===== config.mk =====
export PLATFORM = sky130hd
export DESIGN_NAME = sse_event_stream_tokenizer_top_flat
export DESIGN_NICKNAME = d
export VERILOG_FILES = /design/src/design/sset_pkg.sv /design/src/design/sset_req_if.sv /design/src/design/sset_rsp_if.sv /design/src/design/sset_front.sv /design/src/design/sset_fifo.sv /design/src/design/sset_back.sv /design/src/design/sse_event_stream_tokenizer_top.sv /design/src/flat_wrapper.sv
export SDC_FILE = /design/constraint.sdc
export NUM_CORES = 1
export LEC_CHECK = 0
export BUFFER_PORTS_ARGS = -buffer_cell sky130_fd_sc_hd__clkbuf_2
export CAP_MARGIN = 10
export CORE_ASPECT_RATIO = 0.75
export CORE_UTILIZATION = 66
export CTS_CLUSTER_SIZE = 14
export DETAILED_ROUTE_END_ITERATION = 10
export GPL_TIMING_DRIVEN = 0
export PLACE_DENSITY = 0.86
export SYNTH_ARGS = -nofsm -noshare
export SYNTH_HDL_FRONTEND = slang
export SYNTH_SLANG_ARGS = --single-unit

===== constraint.sdc =====
create_clock -name clock -period 6.9 [get_ports clock]
set_input_delay 0.69 -clock clock [delete_from_list [all_inputs] [get_ports clock]]
set_output_delay 0.69 -clock clock [all_outputs]
set_load 0.02 [all_outputs]

===== src/design/sset_pkg.sv =====
// Shared types, constants and helpers for the SSE event stream tokenizer.
`default_nettype none

package sset_pkg;

   localparam int BYTE_W      = 8;
   localparam int QUEUE_DEPTH = 4;
   localparam int EVENT_LEN   = 6;
   localparam int DATA_LEN    = 5;

   localparam logic [BYTE_W-1:0] CH_LF    = 8'h0A;
   localparam logic [BYTE_W-1:0] CH_CR    = 8'h0D;
   localparam logic [BYTE_W-1:0] CH_TAB   = 8'h09;
   localparam logic [BYTE_W-1:0] CH_SPACE = 8'h20;
   localparam logic [BYTE_W-1:0] CH_COLON = 8'h3A;

   typedef enum logic [1:0] {
      TK_RESTART  = 2'd0,
      TK_EVENT    = 2'd1,
      TK_DATA     = 2'd2,
      TK_DISPATCH = 2'd3
   } tok_kind_type;

   typedef struct packed {
      tok_kind_type      kind;
      logic [BYTE_W-1:0] data;
      logic              dflt;
   } token_type;

   // One queue entry: the tokens caused by one accepted item
   typedef struct packed {
      token_type first;
      token_type second;
      logic      pair;
   } entry_type;

   // Character of the "event:" (kind 0) or "data:" (kind 1) prefix at a position
   function automatic logic [BYTE_W-1:0] prefix_char(input logic kind, input logic [2:0] pos);
      logic [BYTE_W-1:0] ch;
      ch = '0;
      if (!kind) begin
         case (pos)
            3'd0:    ch = 8'h65;
            3'd1:    ch = 8'h76;
            3'd2:    ch = 8'h65;
            3'd3:    ch = 8'h6E;
            3'd4:    ch = 8'h74;
            3'd5:    ch = CH_COLON;
            default: ch = '0;
         endcase
      end else begin
         case (pos)
            3'd0:    ch = 8'h64;
            3'd1:    ch = 8'h61;
            3'd2:    ch = 8'h74;
            3'd3:    ch = 8'h61;
            3'd4:    ch = CH_COLON;
            default: ch = '0;
         endcase
      end
      return ch;
   endfunction

   function automatic token_type mk_tok(input tok_kind_type kind,
                                        input logic [BYTE_W-1:0] data,
                                        input logic dflt);
      token_type t;
      t.kind = kind;
      t.data = data;
      t.dflt = dflt;
      return t;
   endfunction

endpackage

`default_nettype wire


===== src/design/sset_req_if.sv =====
// Request channel: one stream byte or a finish marker per transfer.
`default_nettype none

interface sset_req_if;
   logic                         valid;
   logic                         ready;
   logic                         action;
   logic [sset_pkg::BYTE_W-1:0]  in_byte;

   modport source (output valid, output action, output in_byte, input ready);
   modport sink   (input valid, input action, input in_byte, output ready);
endinterface

`default_nettype wire


===== src/design/sset_rsp_if.sv =====
// Response channel: one tagged token per transfer.
`default_nettype none

interface sset_rsp_if;
   logic                         valid;
   logic                         ready;
   logic [1:0]                   token_kind;
   logic [sset_pkg::BYTE_W-1:0]  token_byte;
   logic                         default_name;
   logic                         last;

   modport source (output valid, output token_kind, output token_byte,
                   output default_name, output last, input ready);
   modport sink   (input valid, input token_kind, input token_byte,
                   input default_name, input last, output ready);
endinterface

`default_nettype wire


===== src/design/sset_front.sv =====
// Front end: accepts bytes, tracks line state and classifies each byte into tokens.
`default_nettype none

module sset_front (
   input  wire logic                        clock,
   input  wire logic                        reset,
   input  wire logic                        req_valid,
   input  wire logic                        req_action,
   input  wire logic [sset_pkg::BYTE_W-1:0] req_in_byte,
   output logic                             req_ready,
   input  wire logic                        room,
   output logic                             push,
   output sset_pkg::entry_type              entry
);
   import sset_pkg::*;

   typedef enum logic [2:0] {
      PH_START  = 3'd0,
      PH_PREFIX = 3'd1,
      PH_SKIP   = 3'd2,
      PH_VALUE  = 3'd3,
      PH_IGNORE = 3'd4
   } phase_type;

   phase_type   phase_ff, phase_in;
   logic [2:0]  pos_ff, pos_in;
   logic        kind_ff, kind_in;
   logic        cr_ff, cr_in;
   logic        dne_ff, dne_in;
   logic        ene_ff, ene_in;

   logic        accept;
   logic        e0_v, e1_v;
   token_type   t0, t1;
   tok_kind_type val_kind;
   logic [2:0]  plen;
   logic [2:0]  pos_inc;
   logic        match;
   logic [BYTE_W-1:0] b;

   assign req_ready = room;
   assign accept    = req_valid && room;
   assign b         = req_in_byte;
   assign val_kind  = kind_ff ? TK_DATA : TK_EVENT;
   assign plen      = kind_ff ? 3'(DATA_LEN) : 3'(EVENT_LEN);
   assign pos_inc   = pos_ff + 3'd1;
   assign match     = (pos_ff < plen) && (b == prefix_char(kind_ff, pos_ff));

   // Work out the next line state and the tokens for this item
   always_comb begin
      phase_in = phase_ff;
      pos_in   = pos_ff;
      kind_in  = kind_ff;
      cr_in    = cr_ff;
      dne_in   = dne_ff;
      ene_in   = ene_ff;
      e0_v     = 1'b0;
      e1_v     = 1'b0;
      t0       = mk_tok(TK_RESTART, '0, 1'b0);
      t1       = mk_tok(TK_RESTART, '0, 1'b0);

      if (req_action) begin
         // Finish: close a lone CR line as blank, then flush pending data
         if (phase_ff == PH_START && cr_ff && (dne_ff || ene_ff)) begin
            e0_v   = 1'b1;
            t0     = mk_tok(TK_DISPATCH, '0, 1'b0);
            dne_in = 1'b0;
            ene_in = 1'b0;
         end else if (dne_ff) begin
            e0_v   = 1'b1;
            t0     = mk_tok(TK_DISPATCH, '0, 1'b1);
            dne_in = 1'b0;
            ene_in = 1'b0;
         end
         phase_in = PH_START;
         pos_in   = '0;
         cr_in    = 1'b0;
      end else begin
         case (phase_ff)
            PH_START: begin
               if (cr_ff) begin
                  cr_in = 1'b0;
                  if (b == CH_LF) begin
                     if (dne_ff || ene_ff) begin
                        e0_v   = 1'b1;
                        t0     = mk_tok(TK_DISPATCH, '0, 1'b0);
                        dne_in = 1'b0;
                        ene_in = 1'b0;
                     end
                  end else begin
                     phase_in = PH_IGNORE;
                  end
               end else if (b == CH_LF) begin
                  if (dne_ff || ene_ff) begin
                     e0_v   = 1'b1;
                     t0     = mk_tok(TK_DISPATCH, '0, 1'b0);
                     dne_in = 1'b0;
                     ene_in = 1'b0;
                  end
               end else if (b == CH_CR) begin
                  cr_in = 1'b1;
               end else if (b == prefix_char(1'b0, 3'd0)) begin
                  phase_in = PH_PREFIX;
                  kind_in  = 1'b0;
                  pos_in   = 3'd1;
               end else if (b == prefix_char(1'b1, 3'd0)) begin
                  phase_in = PH_PREFIX;
                  kind_in  = 1'b1;
                  pos_in   = 3'd1;
               end else begin
                  phase_in = PH_IGNORE;
               end
            end
            PH_PREFIX: begin
               if (match) begin
                  pos_in = pos_inc;
                  if (pos_inc == plen) begin
                     phase_in = PH_SKIP;
                     cr_in    = 1'b0;
                     if (!kind_ff) begin
                        e0_v   = 1'b1;
                        t0     = mk_tok(TK_RESTART, '0, 1'b0);
                        ene_in = 1'b0;
                     end else if (dne_ff) begin
                        e0_v = 1'b1;
                        t0   = mk_tok(TK_DATA, CH_LF, 1'b0);
                     end
                  end
               end else if (b == CH_LF) begin
                  phase_in = PH_START;
                  pos_in   = '0;
                  cr_in    = 1'b0;
               end else begin
                  phase_in = PH_IGNORE;
               end
            end
            PH_SKIP: begin
               if (cr_ff) begin
                  if (b == CH_LF) begin
                     phase_in = PH_START;
                     pos_in   = '0;
                     cr_in    = 1'b0;
                  end else begin
                     // Release the held CR, then treat this byte as a value byte
                     e0_v     = 1'b1;
                     t0       = mk_tok(val_kind, CH_CR, 1'b0);
                     phase_in = PH_VALUE;
                     if (kind_ff) dne_in = 1'b1;
                     else         ene_in = 1'b1;
                     if (b == CH_CR) begin
                        cr_in = 1'b1;
                     end else begin
                        cr_in = 1'b0;
                        e1_v  = 1'b1;
                        t1    = mk_tok(val_kind, b, 1'b0);
                     end
                  end
               end else if (b == CH_SPACE || b == CH_TAB) begin
                  phase_in = PH_SKIP;
               end else if (b == CH_LF) begin
                  phase_in = PH_START;
                  pos_in   = '0;
               end else if (b == CH_CR) begin
                  cr_in = 1'b1;
               end else begin
                  phase_in = PH_VALUE;
                  e0_v     = 1'b1;
                  t0       = mk_tok(val_kind, b, 1'b0);
                  if (kind_ff) dne_in = 1'b1;
                  else         ene_in = 1'b1;
               end
            end
            PH_VALUE: begin
               if (b == CH_LF) begin
                  phase_in = PH_START;
                  pos_in   = '0;
                  cr_in    = 1'b0;
               end else if (b == CH_CR) begin
                  // A second CR releases the one held before it
                  if (cr_ff) begin
                     e0_v = 1'b1;
                     t0   = mk_tok(val_kind, CH_CR, 1'b0);
                     if (kind_ff) dne_in = 1'b1;
                     else         ene_in = 1'b1;
                  end
                  cr_in = 1'b1;
               end else begin
                  if (kind_ff) dne_in = 1'b1;
                  else         ene_in = 1'b1;
                  if (cr_ff) begin
                     e0_v  = 1'b1;
                     t0    = mk_tok(val_kind, CH_CR, 1'b0);
                     e1_v  = 1'b1;
                     t1    = mk_tok(val_kind, b, 1'b0);
                     cr_in = 1'b0;
                  end else begin
                     e0_v = 1'b1;
                     t0   = mk_tok(val_kind, b, 1'b0);
                  end
               end
            end
            default: begin
               // Ignore the rest of the line
               phase_in = PH_IGNORE;
               cr_in    = 1'b0;
               if (b == CH_LF) begin
                  phase_in = PH_START;
                  pos_in   = '0;
               end
            end
         endcase
      end
   end

   // Queue only items that cause at least one token
   assign push         = accept && e0_v;
   assign entry.first  = t0;
   assign entry.second = t1;
   assign entry.pair   = e1_v;

   // Hold line state; advance on each transfer
   always_ff @(posedge clock) begin
      if (reset) begin
         phase_ff <= PH_START;
         pos_ff   <= '0;
         kind_ff  <= 1'b0;
         cr_ff    <= 1'b0;
         dne_ff   <= 1'b0;
         ene_ff   <= 1'b0;
      end else if (accept) begin
         phase_ff <= phase_in;
         pos_ff   <= pos_in;
         kind_ff  <= kind_in;
         cr_ff    <= cr_in;
         dne_ff   <= dne_in;
         ene_ff   <= ene_in;
      end
   end

endmodule

`default_nettype wire


===== src/design/sset_fifo.sv =====
// Short queue of token entries between the front and back ends.
`default_nettype none

module sset_fifo #(
   parameter int DEPTH = sset_pkg::QUEUE_DEPTH
) (
   input  wire logic                clock,
   input  wire logic                reset,
   input  wire logic                push,
   input  wire sset_pkg::entry_type entry_in,
   output logic                     room,
   input  wire logic                pop,
   output sset_pkg::entry_type      head,
   output logic                     not_empty
);
   import sset_pkg::*;

   localparam int PTR_W = (DEPTH > 1) ? $clog2(DEPTH) : 1;
   localparam int CNT_W = $clog2(DEPTH + 1);
   localparam logic [PTR_W-1:0] LAST_PTR = PTR_W'(DEPTH - 1);
   localparam logic [CNT_W-1:0] FULL_CNT = CNT_W'(DEPTH);

   entry_type         mem_ff [DEPTH];
   logic [PTR_W-1:0]  wr_ff, wr_in;
   logic [PTR_W-1:0]  rd_ff, rd_in;
   logic [CNT_W-1:0]  cnt_ff, cnt_in;

   assign room      = (cnt_ff != FULL_CNT);
   assign not_empty = (cnt_ff != '0);
   assign head      = mem_ff[rd_ff];

   // Advance pointers with wrap at the queue depth
   always_comb begin
      wr_in  = wr_ff;
      rd_in  = rd_ff;
      cnt_in = cnt_ff;
      if (push) wr_in = (wr_ff == LAST_PTR) ? '0 : wr_ff + PTR_W'(1);
      if (pop)  rd_in = (rd_ff == LAST_PTR) ? '0 : rd_ff + PTR_W'(1);
      if (push && !pop)      cnt_in = cnt_ff + CNT_W'(1);
      else if (!push && pop) cnt_in = cnt_ff - CNT_W'(1);
   end

   always_ff @(posedge clock) begin
      if (reset) begin
         wr_ff  <= '0;
         rd_ff  <= '0;
         cnt_ff <= '0;
      end else begin
         wr_ff  <= wr_in;
         rd_ff  <= rd_in;
         cnt_ff <= cnt_in;
      end
   end

   // Store entry payload
   always_ff @(posedge clock) begin
      if (push) mem_ff[wr_ff] <= entry_in;
   end

endmodule

`default_nettype wire


===== src/design/sset_back.sv =====
// Back end: unpacks queued entries into single tokens behind an output register.
`default_nettype none

module sset_back (
   input  wire logic                        clock,
   input  wire logic                        reset,
   input  wire sset_pkg::entry_type         head,
   input  wire logic                        not_empty,
   output logic                             pop,
   output logic                             rsp_valid,
   input  wire logic                        rsp_ready,
   output logic [1:0]                       rsp_token_kind,
   output logic [sset_pkg::BYTE_W-1:0]      rsp_token_byte,
   output logic                             rsp_default_name,
   output logic                             rsp_last
);
   import sset_pkg::*;

   logic      valid_ff;
   logic      second_ff;
   token_type tok_ff;
   logic      last_ff;
   logic      load;

   // Load a new token whenever the output register is empty or being taken
   assign load = not_empty && (!valid_ff || rsp_ready);
   assign pop  = load && (second_ff || !head.pair);

   always_ff @(posedge clock) begin
      if (reset) begin
         valid_ff  <= 1'b0;
         second_ff <= 1'b0;
      end else if (load) begin
         valid_ff  <= 1'b1;
         second_ff <= !second_ff && head.pair;
      end else if (rsp_ready) begin
         valid_ff  <= 1'b0;
      end
   end

   // Hold token payload until transfer
   always_ff @(posedge clock) begin
      if (load) begin
         tok_ff  <= second_ff ? head.second : head.first;
         last_ff <= second_ff || !head.pair;
      end
   end

   assign rsp_valid        = valid_ff;
   assign rsp_token_kind   = tok_ff.kind;
   assign rsp_token_byte   = tok_ff.data;
   assign rsp_default_name = tok_ff.dflt;
   assign rsp_last         = last_ff;

endmodule

`default_nettype wire


===== src/design/sse_event_stream_tokenizer_top.sv =====
// Top level of the SSE event stream tokenizer: front end, token queue, back end.
//
//   Channel | Dir | Payload                                       | Handshake
//   req_if  | in  | action, in_byte                               | valid/ready
//   rsp_if  | out | token_kind, token_byte, default_name, last    | valid/ready
//
// One item is taken per cycle while the token queue has room; each item is
// classified in the cycle it is taken and its tokens are queued as one entry.
// The back end sends one token per cycle while rsp ready is high, so an item that
// causes two tokens takes two transfers; the queue of DEPTH entries absorbs bursts.
// A first token is offered only after its entry passes the queue and the output register.
// Synchronous reset clears line state, queue pointers and the output register.
// A stalled output fills the queue, after which req ready drops.
`default_nettype none

module sse_event_stream_tokenizer_top #(
   parameter int DEPTH = sset_pkg::QUEUE_DEPTH
) (
   input  wire logic  clock,
   input  wire logic  reset,
   sset_req_if.sink   req_if,
   sset_rsp_if.source rsp_if
);
   import sset_pkg::*;

   logic      room;
   logic      push;
   entry_type entry;
   logic      pop;
   entry_type head;
   logic      not_empty;

   sset_front u_front (
      .clock       (clock),
      .reset       (reset),
      .req_valid   (req_if.valid),
      .req_action  (req_if.action),
      .req_in_byte (req_if.in_byte),
      .req_ready   (req_if.ready),
      .room        (room),
      .push        (push),
      .entry       (entry)
   );

   sset_fifo #(.DEPTH(DEPTH)) u_fifo (
      .clock     (clock),
      .reset     (reset),
      .push      (push),
      .entry_in  (entry),
      .room      (room),
      .pop       (pop),
      .head      (head),
      .not_empty (not_empty)
   );

   sset_back u_back (
      .clock            (clock),
      .reset            (reset),
      .head             (head),
      .not_empty        (not_empty),
      .pop              (pop),
      .rsp_valid        (rsp_if.valid),
      .rsp_ready        (rsp_if.ready),
      .rsp_token_kind   (rsp_if.token_kind),
      .rsp_token_byte   (rsp_if.token_byte),
      .rsp_default_name (rsp_if.default_name),
      .rsp_last         (rsp_if.last)
   );

endmodule

`default_nettype wire


===== src/flat_wrapper.sv =====
// flat-port wrapper written by rule: the top's interface ports become plain ports
module sse_event_stream_tokenizer_top_flat import sset_pkg::*;
#(
   parameter int DEPTH = sset_pkg::QUEUE_DEPTH
)
  (clock, reset, req_if_valid, req_if_action, req_if_in_byte, req_if_ready, rsp_if_valid, rsp_if_token_kind, rsp_if_token_byte, rsp_if_default_name, rsp_if_last, rsp_if_ready);
  sset_req_if req_if_i ();
  sset_rsp_if rsp_if_i ();
  input  wire logic clock;
  input  wire logic reset;
  input wire logic [$bits(req_if_i.valid)-1:0] req_if_valid;
  input wire logic [$bits(req_if_i.action)-1:0] req_if_action;
  input wire logic [$bits(req_if_i.in_byte)-1:0] req_if_in_byte;
  output wire logic [$bits(req_if_i.ready)-1:0] req_if_ready;
  output wire logic [$bits(rsp_if_i.valid)-1:0] rsp_if_valid;
  output wire logic [$bits(rsp_if_i.token_kind)-1:0] rsp_if_token_kind;
  output wire logic [$bits(rsp_if_i.token_byte)-1:0] rsp_if_token_byte;
  output wire logic [$bits(rsp_if_i.default_name)-1:0] rsp_if_default_name;
  output wire logic [$bits(rsp_if_i.last)-1:0] rsp_if_last;
  input wire logic [$bits(rsp_if_i.ready)-1:0] rsp_if_ready;
  assign req_if_i.valid = req_if_valid;
  assign req_if_i.action = req_if_action;
  assign req_if_i.in_byte = req_if_in_byte;
  assign req_if_ready = req_if_i.ready;
  assign rsp_if_valid = rsp_if_i.valid;
  assign rsp_if_token_kind = rsp_if_i.token_kind;
  assign rsp_if_token_byte = rsp_if_i.token_byte;
  assign rsp_if_default_name = rsp_if_i.default_name;
  assign rsp_if_last = rsp_if_i.last;
  assign rsp_if_i.ready = rsp_if_ready;
  sse_event_stream_tokenizer_top #(.DEPTH(DEPTH)) u_core (.clock(clock), .reset(reset), .req_if(req_if_i), .rsp_if(rsp_if_i));
endmodule

==> out/summary.txt <==
CTS Root Cell: clkbuf_16
Vias: 4,173
DR iter-0 viols: 675
Ys Warns: 0
worst path cell trace: inv_1 > ha_1 > buf_6 > nor2b_1 > or4_1 > xor2_1 > nor3b_2 > nand4_1 > a21oi_2 > ha_1 > inv_1 > fa_1 > xor2_1 > or3_1 > a21oi_1
synthesized area per cell: 13.4 sq um
Hold Path Class: reg -> reg
Leakage: 2.28 nW
Tcrit/Tclk final: 63.3%
DRC: 0
Peak supply drop: 0.000359 V
Total Routing Usage GR: 33.4%
Required @ worst endpoint: 7230 ps
postcts setup bufs: 0
CTS H-Tree Depth: 4
crit-path leading delay family: simple AND/OR/NAND/NOR gates
final setup fails: 0
Routed WL: 14,300 um
Most used DFF post-synth: edfxtp_1
MaxCap Viol Count: 0
Synth Cell Area: 5830 sq um
CTS tree: yes
crit path time final: 4370 ps
total gr overflow: 0
startpoint types: register
via-per-instance ratio: 6.97
Skew-Pair Late Insertion Delay: 410 ps
Die W: 111 um
slew margin rel.: 17.1%
Crit-path slowest cell: dfxtp_1
Crit path largest cell delay: 510 ps
power density cells: 332 nW/um^2
Detailed Place HPWL: 9210 um
synthesized instance count: 434
Max Clock Skew: 7.01 ps
core area: 8530 sq um
# nets final: 505
critical path arrival: 4700 ps
initial antenna violation count: 0
area of the die: 9220 sq um
most common cell after layout, fill and taps aside: edfxtp_1
Fin. Hold Viols: 0
clock-pin slew on the worst setup and hold paths: 60 ps
first-pass GRT wire length: 22,500 um
FF+latch count, synth: 121
Avg WL per Cell: 23.9 um
Post-synth EDFFs: 100
synth unique cells: 66
Site Rows: 29
CTS buffer count: 17
sequential share of the synthesized area: 58.7%
area grow syn2layout: 14.9%
Starting Density: 68.4%
pin slew with the least headroom to its limit: 1240 ps
Port Buffers: 24
Final Max Tran Viols: 0
# diodes: 0
Chip Height: 83.4 um
outcome: complete, no violations
Final Util: 78.6%
type of the worst setup path: reg -> reg
most frequent cells in the layout: 100 x edfxtp_1, 25 x nor2_1, 24 x clkbuf_2
Fmax: 229 MHz
share of cells above drive strength 1: 22.6%
syn_nets: 461
Critical Path Sink Type: register
Max Root-Sink Buffers: 2
# fillers: 479
Post-synth ARST share: 0%
worst-path fanout max: 10
vias in the first global route: 4,064
clk sinks: 121
CP bufs+invs: 3
RSZ-0062 raised after global routing: false
largest net degree at the start of global routing: 23
Routability Congestion: 0.989
Final TNS setup: 0 ps
post_cts resized: 0
num ports: 27
first drt pass iteration count: 5
post-route ant nets: 0
Post-CTS Hold Fix Bufs: 0
-- worst register-to-register path: cells and delay by family, from the launching register on --
family          cells  cell delay [ps]
xor+xnor            2              350
flops               1              510
compound gates      2              650
fa+ha+maj           3              870
buf+inv             3              310
simple gates        5             1600
-- per-layer routing --
metal	part of all wire (%)	global-route usage, %	vias to the layer above
li1	-	-	1783
met1	39	44.8	2024
met2	46	51.0	297
met3	11	10.9	69
met4	3.5	13.3	0
met5	0	0	-
-- sequential cells by signal (all words and copies together), names as in the netlist, 2 cells and up, named ones only --
| register | count |
|---|---|
| u_core.u_back.rsp_token_byte | 8 |
| u_core.u_front.pos_ff | 3 |
| u_core.u_back.rsp_token_kind | 2 |
| u_core.u_fifo.mem_ff | 88 |
| u_core.u_fifo.cnt_ff | 3 |
| u_core.u_fifo.wr_ff | 2 |
| u_core.u_fifo.rd_ff | 2 |
| u_core.u_front.phase_ff | 3 |
-- Yosys cell counts, drive strengths merged (4+ instances only) --
| master | instances | area, sq um |
|---|---|---|
| edfxtp | 100 | 3000 |
| nor2 | 25 | 93.8 |
| mux4 | 22 | 495 |
| nand2 | 22 | 82.6 |
| dfxtp | 21 | 420 |
| a21oi | 20 | 104 |
| clkbuf | 17 | 63.8 |
| nor3 | 17 | 85.1 |
| inv | 15 | 56.3 |
| o21ai | 15 | 75.1 |
| and2 | 13 | 81.3 |
| ha | 13 | 163 |
| mux2 | 12 | 135 |
| a211oi | 11 | 87.6 |
| nand2b | 8 | 50.1 |
| o31ai | 8 | 60.1 |
| nor2b | 7 | 43.8 |
| or3 | 7 | 43.8 |
| or4 | 7 | 52.6 |
| and3 | 6 | 37.5 |
| buf | 5 | 31.3 |
| mux2i | 4 | 40.0 |
| nor4 | 4 | 25.0 |
| or2 | 4 | 25.0 |
| xor2 | 4 | 35.0 |
-- path summary, 6_finish.rpt --
check,startpoint,endpoint,slack [ps],depth (start not counted)
max reg2reg,u_core.u_front.pos_ff[1]$_SDFFE_PP0P_,u_core.u_fifo.cnt_ff[2]$_SDFFE_PP0P_,2530,15
min,u_core.u_back.rsp_valid$_SDFFE_PP0P_,u_core.u_back.rsp_valid$_SDFFE_PP0P_,470,2
max,u_core.u_front.pos_ff[1]$_SDFFE_PP0P_,u_core.u_fifo.cnt_ff[2]$_SDFFE_PP0P_,2530,15
min reg2reg,u_core.u_back.rsp_valid$_SDFFE_PP0P_,u_core.u_back.rsp_valid$_SDFFE_PP0P_,470,2
-- area by class of cell --
class / instances / area, sq um / area share [%]
Buffer: 22 / 95.1 / 1.42
Clock buffer: 24 / 556 / 8.29
Clock inverter: 8 / 51.3 / 0.765
Inverter: 15 / 56.3 / 0.840
Multi-Input combinational cell: 276 / 2260 / 33.7
Sequential cell: 121 / 3420 / 51.1
Tap cell: 108 / 135 / 2.02
Timing Repair Buffer: 25 / 128 / 1.90
-- metrics by stage --
stage	power, mW	cell area (sq um)	setup WS [ps]	hold slack (ps)	instances
5_1_grt	2.30	6700	2300	534	599
4_1_cts	2.23	6700	2650	481	599
6_report	2.23	6700	2530	474	599
2_1_floorplan	1.23	5830	3310	472	434
3_3_place_gp	1.33	6090	2670	453	566
3_5_place_dp	1.35	6090	2640	474	567
-- where the power goes --
group          total [mW]  switching, mW  internal (mW)  leakage [nW]
Sequential          0.902         0.0346          0.867          1.05
Clock               0.875          0.314          0.561         0.304
Combinational       0.451          0.265          0.186         0.921
-- cells by family after synthesis --
family,Yosys count,share of synthesized area (%)
flops,121,58.7
fa+ha+maj,14,3.13
compound gates,81,10.0
simple gates,138,13.3
buf+inv,37,2.60
xor+xnor,5,0.751
mux,38,11.5
Note: power is estimated with default switching activity, not from simulation.
